### src/hdl/png2a_pkg.sv
`timescale 1ns / 1ps
// ----------------------------------------------------------------------------
// png2a_pkg
// Shared types and constants of the PNG pixel to ARGB8888 converter.
// ----------------------------------------------------------------------------
package png2a_pkg;

    // palette storage
    localparam int PALETTE_DEPTH = 256;
    localparam int PAL_AW        = $clog2(PALETTE_DEPTH);
    localparam int PAL_WIDTH     = 32;

    // configuration port
    localparam int CFG_IDX_W  = 2;
    localparam int CFG_DATA_W = 9;

    localparam logic [CFG_IDX_W-1:0] REG_COLOR_KIND   = 2'd0;
    localparam logic [CFG_IDX_W-1:0] REG_SAMPLE_DEPTH = 2'd1;
    localparam logic [CFG_IDX_W-1:0] REG_COLOR_COUNT  = 2'd2;
    localparam logic [CFG_IDX_W-1:0] REG_ALPHA_COUNT  = 2'd3;

    // color kinds that take the sub-byte path
    localparam logic [2:0] KIND_GRAY    = 3'd0;
    localparam logic [2:0] KIND_PALETTE = 3'd3;

    // sample depths
    localparam logic [4:0] DEPTH_1  = 5'd1;
    localparam logic [4:0] DEPTH_2  = 5'd2;
    localparam logic [4:0] DEPTH_4  = 5'd4;
    localparam logic [4:0] DEPTH_16 = 5'd16;

    localparam logic [4:0] DEPTH_RESET = 5'd8;
    localparam logic [7:0] ALPHA_OPAQUE = 8'hFF;

    // item commands
    typedef enum logic [0:0] {
        CMD_CONVERT = 1'b0,
        CMD_LOAD    = 1'b1
    } t_cmd;

    // configuration registers
    typedef struct packed {
        logic [2:0] color_kind;
        logic [4:0] sample_depth;
        logic [8:0] palette_color_count;
        logic [8:0] palette_alpha_count;
    } t_cfg;

    // decoder result
    typedef struct packed {
        logic        is_pal;   // result comes from the palette
        logic [7:0]  pal_idx;  // palette index of the sample
        logic [31:0] argb;     // direct result for non-palette pixels
    } t_dec;

endpackage

### src/hdl/png2a_decode.sv
`timescale 1ns / 1ps
// ----------------------------------------------------------------------------
// png2a_decode
// Pixel decoder: sub-byte sample extraction, gray expansion, byte layouts.
// ----------------------------------------------------------------------------
module png2a_decode (
    input  png2a_pkg::t_cfg i_cfg,
    input  logic [63:0]     i_pixel_bytes,
    input  logic [2:0]      i_x_phase,
    output png2a_pkg::t_dec o_dec
);
    import png2a_pkg::*;

    logic [7:0] bytes [8];
    logic       color;
    logic       alpha;
    logic       d1, d2, d4, d16;
    logic [7:0] sample;
    logic [7:0] gray;
    logic       sub_path;

    // split the word into bytes, byte 0 highest
    always_comb begin
        for (int k = 0; k < 8; k++) begin
            bytes[k] = i_pixel_bytes[63 - 8*k -: 8];
        end
    end

    assign color = i_cfg.color_kind[1];
    assign alpha = i_cfg.color_kind[2];

    // depth select, unsupported depths act as 8
    assign d1  = (i_cfg.sample_depth == DEPTH_1);
    assign d2  = (i_cfg.sample_depth == DEPTH_2);
    assign d4  = (i_cfg.sample_depth == DEPTH_4);
    assign d16 = (i_cfg.sample_depth == DEPTH_16);

    assign sub_path = !d16 && (i_cfg.color_kind == KIND_GRAY ||
                               i_cfg.color_kind == KIND_PALETTE);

    // sample from the first byte, msb-first slots
    always_comb begin
        priority if (d1) begin
            sample = {7'd0, bytes[0][~i_x_phase]};
            gray   = {8{bytes[0][~i_x_phase]}};
        end else if (d2) begin
            sample = {6'd0, bytes[0][{~i_x_phase[1:0], 1'b1} -: 2]};
            gray   = {4{bytes[0][{~i_x_phase[1:0], 1'b1} -: 2]}};
        end else if (d4) begin
            sample = i_x_phase[0] ? {4'd0, bytes[0][3:0]} : {4'd0, bytes[0][7:4]};
            gray   = i_x_phase[0] ? {2{bytes[0][3:0]}} : {2{bytes[0][7:4]}};
        end else begin
            sample = bytes[0];
            gray   = bytes[0];
        end
    end

    // result assembly
    always_comb begin
        o_dec.is_pal  = sub_path && (i_cfg.color_kind == KIND_PALETTE);
        o_dec.pal_idx = sample;
        if (sub_path) begin
            o_dec.argb = {ALPHA_OPAQUE, gray, gray, gray};
        end else if (d16) begin
            o_dec.argb = {alpha ? (color ? bytes[6] : bytes[2]) : ALPHA_OPAQUE,
                          bytes[0],
                          color ? bytes[2] : bytes[0],
                          color ? bytes[4] : bytes[0]};
        end else begin
            o_dec.argb = {alpha ? (color ? bytes[3] : bytes[1]) : ALPHA_OPAQUE,
                          bytes[0],
                          color ? bytes[1] : bytes[0],
                          color ? bytes[2] : bytes[0]};
        end
    end

endmodule

### config.mk
export PLATFORM = sky130hd
export DESIGN_NAME = png2a_decode
export DESIGN_NICKNAME = d
export VERILOG_FILES = /design/src/hdl/png2a_pkg.sv /design/src/hdl/png2a_decode.sv
export SDC_FILE = /design/constraint.sdc
export NUM_CORES = 1
export LEC_CHECK = 0
export ABC_AREA = 1
export BUFFER_PORTS_ARGS = -buffer_cell sky130_fd_sc_hd__buf_2
export CORE_MARGIN = 5
export CORE_UTILIZATION = 34
export DETAILED_ROUTE_END_ITERATION = 10
export PLACE_DENSITY = 0.8
export SETUP_SLACK_MARGIN = 0.2
export SKIP_LAST_GASP = 1
export SYNTH_ARGS = -nofsm -noshare
export SYNTH_HDL_FRONTEND = slang
export SYNTH_SLANG_ARGS = --single-unit
export TNS_END_PERCENT = 20
### constraint.sdc
create_clock -name vclk -period 1.55
set_input_delay 0.3875 -clock vclk [all_inputs]
set_output_delay 0.3875 -clock vclk [all_outputs]
set_load 0.01 [all_outputs]
==> impl_metrics.tcl, run 1 <==
set metrics [dict create \
    antennaDiodeCount 0 \
    m1WireLength_um 2330 \
    seqCellArea_um2 0 \
    die_area_um2 5290 \
    dieWidth_um 72.8 \
    io_buffer_count 100 \
    crit_path_start_kind "primary input" \
    rsz0062_at_grt "yes" \
    setup_ws_ns -0.408 \
    min_period_over_period_pct 126 \
    grt_max_degree 18 \
    grt_pass1_wl_um 9070 \
    syn-cell-area_um2 1340 \
    drc 0 \
    gr-usage-all-layers_pct 20.0 \
    start_util_pct 35.8 \
    hpwl_um 4640 \
    avgViaCountPerCell 5.09 \
    yosys.cell_types.count 25 \
    synth_warnings 0 \
    drv_cap 0 \
    routed-wl-met2_um 3080 \
    period_needed_ns 1.96 \
    syn_area_per_cell_um2 4.96 \
    ys_seq_area_share_pct 0 \
    syn_inst 270 \
    total_power_w 0.000811 \
    total_leakage_power_nw 1.48 \
    cp.required_ns 1.16 \
    seq_cells 0 \
    max_freq_mhz 511 \
    power_density_nw_per_um2 314 \
    cp_max_fo 6 \
    top_layer_used "met4" \
    wl_per_cell_um 12.8 \
    clkbuf_count 0 \
    slew_headroom_pct 82.6 \
    cts_hold_buf 0 \
    dr.pass1.iters 5 \
    io_pins 134 \
    finalSetupViolCount 41 \
    antenna_found_initial 0 \
    area_growth_pct 92.9 \
    irDropWorstVdd_uv 176 \
    critPathKind "primary input to output pin" \
    gp_congestion 0.940 \
    die_y_um 72.8 \
    drt_iter0_markers 105 \
    synth_nets 363 \
    core_um2 3740 \
    endpoint_kind "output pin" \
    num_rows 22 \
    route.vias.total 2296 \
    drive_above_1_share_pct 56.1 \
    hp-class "primary input to output pin" \
    wl_um 5760 \
    worstPathArrival_ns 1.57 \
    layout.nets 498 \
    post-place-ws_ns -0.456 \
    status "complete, but fails checks" \
    worst_slew_pin_slew_ns 0.258 \
    violations "negative setup slack" \
    gr-total-overflow 0 \
    ant_nets 0 \
    grt_pass1_vias 2212 \
    slew_violations 0 \
    hold_viol_final 0 \
    met3_wirelength_um 306 \
]
-- cells in the mapped netlist, types with 3 or more instances --
| cell | n | share of area (%) |
|---|---|---|
| a21oi_1 | 8 | 3.0 |
| buf_2 | 10 | 3.7 |
| inv_1 | 17 | 4.8 |
| inv_2 | 4 | 1.1 |
| mux2i_1 | 8 | 6.0 |
| nand2_1 | 114 | 32 |
| nand2_2 | 6 | 2.8 |
| nand3_1 | 36 | 13 |
| nand3_2 | 3 | 2.2 |
| nor2_1 | 7 | 2.0 |
| nor2_2 | 3 | 1.4 |
| nor2_4 | 3 | 2.5 |
| o211ai_1 | 16 | 9.0 |
| o21ai_0 | 24 | 9.0 |
-- per-layer routing --
metal,vias up,GRT usage (%)
met1,1037,24.2
met4,0,2.46
met3,6,2.07
li1,1177,-
met5,-,0
met2,76,38.4
-- cells in the final DEF, fill, tap and decap left out --
cell type   n
a21oi_1     8
a21oi_4     1
and2_4      1
buf_12      5
buf_2      89
buf_4      41
buf_6      11
clkbuf_16   1
inv_1      16
inv_2       1
inv_4       2
inv_6       2
inv_8       1
mux2i_1     8
nand2_1    72
nand2_2    37
nand2_4    11
nand3_1    28
nand3_2     9
nand3_4     3
nand3b_1    1
nand4_1     1
nor2_1      3
nor2_2      5
nor2_4      5
o211ai_1   16
o21ai_0    24
o21ai_2     1
-- kinds of logic after synthesis --
group           count (synthesis)  synth area share, %
buf+inv                        36                 12.1
simple gates                  176                 59.2
compound gates                 50                 22.8
mux                             8                 5.98
-- report_power, final --
part           total (W)  switching [W]  leakage, nW  internal [W]
clock                  0              0            0             0
combinational   0.000811       0.000426         1.48      0.000385
sequential             0              0            0             0
-- worst max-delay path: stages --
cell and delay, ns:
buf_6 0.10, nor2_4 0.14, nand2_4 0.09, a21oi_4 0.24, inv_4 0.11, nand2_2 0.10
nand3_4 0.10, nand2_4 0.10, nand2_2 0.05, buf_2 0.14
-- through the flow --
stage,instances,hold slack [ns],setup TNS [ns],area [um2],utilization [%]
2_1_floorplan,270,0.885,-0.892,1520,-
3_3_place_gp,447,1.13,-12.60,2350,62.8
3_5_place_dp,447,1.13,-14.10,2350,62.8
4_1_cts,449,1.13,-12.15,2510,67.1
5_1_grt,451,1.16,-16.04,2580,69.0
6_report,451,1.13,-13.32,2580,69.0
-- layout make-up --
class                      count  area, um2
multi-input combinational    234       1420
fill                         323       1160
timing repair buffer         147       1000
inverter                      22        105
tap                           48       60.1
-- what timing repair did --
| item | in CTS | in global routing |
|---|---|---|
| pin swaps | 21 | 4 |
| resized for setup | 36 | 9 |
| gates cloned | 0 | 1 |
| setup buffers | 2 | 1 |
| setup endpoints to repair | 41 | 41 |
-- final timing paths --
| check | startpoint | end | slack (ns) | cells past startpoint |
|---|---|---|---|---|
| setup / recovery | i_cfg[20] | o_dec[8] | -0.41 | 10 |
| hold / removal | i_cfg[23] | o_dec[40] | 1.13 | 4 |
(Power assumes the default switching activity.)
==> inputs of run 2 (changes only) <==
- BUFFER_PORTS_ARGS: -buffer_cell sky130_fd_sc_hd__buf_2 -> default
- CORE_UTILIZATION: 34 -> 35
- DONT_BUFFER_PORTS: default -> 1
- PLACE_DENSITY: 0.8 -> default
- clock period: 1.55 -> 1.7 ns (I/O delays scaled with it)
==> run 2 against run 1 <==
  * Power is 43% lower
  * The run still ends with negative setup slack left
  * Sequential share of layout area stayed put
  * Critical path type unchanged
  * Clock-buffer cell count stayed put
  * First-iteration DRC count is 23% lower
==> impl_metrics.tcl, run 2 (same netlist as run 1, synthesis figures left out) <==
set metrics [dict create \
    status "complete, but fails checks" \
    violations "negative setup slack" \
    slew_headroom_pct 75.0 \
    hp-class "primary input to output pin" \
    drive_above_1_share_pct 35.6 \
    endpoint_kind "output pin" \
    core_um2 3690 \
    wl_per_cell_um 15.2 \
    cts_hold_buf 0 \
    layout.nets 376 \
    p_int_w 0.000180 \
    crit_path_start_kind "primary input" \
    swShare_pct 61.1 \
    cp.required_ns 1.27 \
    final_cell_mix "nand2_1 (76), nand2_2 (31), nand3_1 (27)" \
    dr.pass1.iters 6 \
    min_period_over_period_pct 105 \
    io_pins 134 \
    fin_util_pct 48.5 \
    die_y_um 71.8 \
    grt_pass1_vias 1734 \
    crit_path_end "o_dec[2]" \
    final_common_cell "nand2_1" \
    p_comb_share_pct 100.0 \
    wl_um 4990 \
    seq_cells 0 \
    irDropWorstVdd_uv 94.5 \
    cp_max_fo 8 \
    max_freq_mhz 562 \
    period_needed_ns 1.78 \
    antenna_found_initial 0 \
    drc 0 \
    die_area_um2 5160 \
    start_util_pct 36.3 \
    cp-startpoint "i_cfg[21]" \
    power_density_nw_per_um2 259 \
    seqCellArea_um2 0 \
    multi_input_area_um2 1430 \
    fill_cells 415 \
    power.share.sequential_pct 0 \
    total_power_w 0.000464 \
    num_rows 22 \
    area_growth_pct 33.6 \
    ant_nets 0 \
    rsz0062_at_grt "yes" \
    worstPathArrival_ns 1.35 \
    gr-usage-all-layers_pct 18.4 \
    finalSetupViolCount 23 \
    hold_viol_final 0 \
    switchingPower_w 0.000284 \
    slew_violations 0 \
    critPathKind "primary input to output pin" \
    io_buffer_count 0 \
    clkbuf_count 0 \
    dieWidth_um 71.8 \
    gp_congestion 0.909 \
    setup_ws_ns -0.0790 \
    hpwl_um 4140 \
    grt_pass1_wl_um 8040 \
    route.vias.total 1790 \
    drt_iter0_markers 81 \
    pwr-share-clk_pct 0 \
    worst_slew_pin_slew_ns 0.372 \
    avgViaCountPerCell 5.44 \
    grt_max_degree 44 \
    gr-total-overflow 0 \
    total_leakage_power_nw 0.936 \
    drv_cap 0 \
    antennaDiodeCount 0 \
]
==> run 2: changes by cell type in the layout (fill, tap and decap cells not counted), sizes merged <==
cell / delta
clkbuf: -1
buf: -121
==> run 2: cell type report <==
type,instances,share of cell area [%]
timing repair buffer,25,11.4
inverter,22,5.59
tap,48,3.36
multi-input combinational,234,79.7
==> run 2: routing by layer <==
metal	routed length [um]	share of wire, %	track usage (%)
met5	0	0	0
met4	38	0.76	1.67
met3	434	8.7	4.07
met2	2360	47	32.4
met1	2160	43	23.6
==> run 2: repair_timing <==
action	4_1_cts	5_1_grt
resized for setup	22	4
pin swaps	8	13
buffers inserted	1	1
hold endpoints to repair	0	0
setup endpoints to repair	38	41
==> run 2: worst min path at each step <==
stage                       from         to  slack (ns)  cells past startpoint
6_report       i_pixel_bytes[60]  o_dec[20]        0.97                      2
5_1_grt        i_pixel_bytes[60]  o_dec[20]        0.99                      2
4_1_cts        i_pixel_bytes[60]  o_dec[20]        0.98                      2
3_5_place_dp   i_pixel_bytes[60]  o_dec[20]        0.98                      2
3_3_place_gp   i_pixel_bytes[63]  o_dec[23]        0.97                      2
2_1_floorplan  i_pixel_bytes[60]  o_dec[36]        0.96                      2
==> run 2: worst max-delay path: stages <==
cell,delay [ns]
nor2_4,0.11
buf_4,0.13
nand3_4,0.10
nand2_2,0.16
buf_4,0.17
o211ai_1,0.14
nand2_4,0.11
==> run 2: power groups by stage <==
stage	sequential [W]	combinational, W	clock (W)
2_1_floorplan	0	0.000370	0
3_3_place_gp	0	0.000427	0
3_5_place_dp	0	0.000432	0
4_1_cts	0	0.000460	0
5_1_grt	0	0.000516	0
6_report	0	0.000464	0
==> run 2: through the flow <==
step / setup WS, ns / hold WS (ns) / instance area (um2) / instances / TNS (ns)
CTS: -0.0525 / 0.977 / 1760 / 328 / -1.01
global placement: -0.0927 / 0.975 / 1660 / 327 / -1.66
global route: -0.139 / 0.987 / 1790 / 329 / -3.15
floorplan: 0.0272 / 0.960 / 1520 / 270 / 0
finish: -0.0790 / 0.975 / 1790 / 329 / -0.715
detailed placement: -0.107 / 0.977 / 1660 / 327 / -1.82
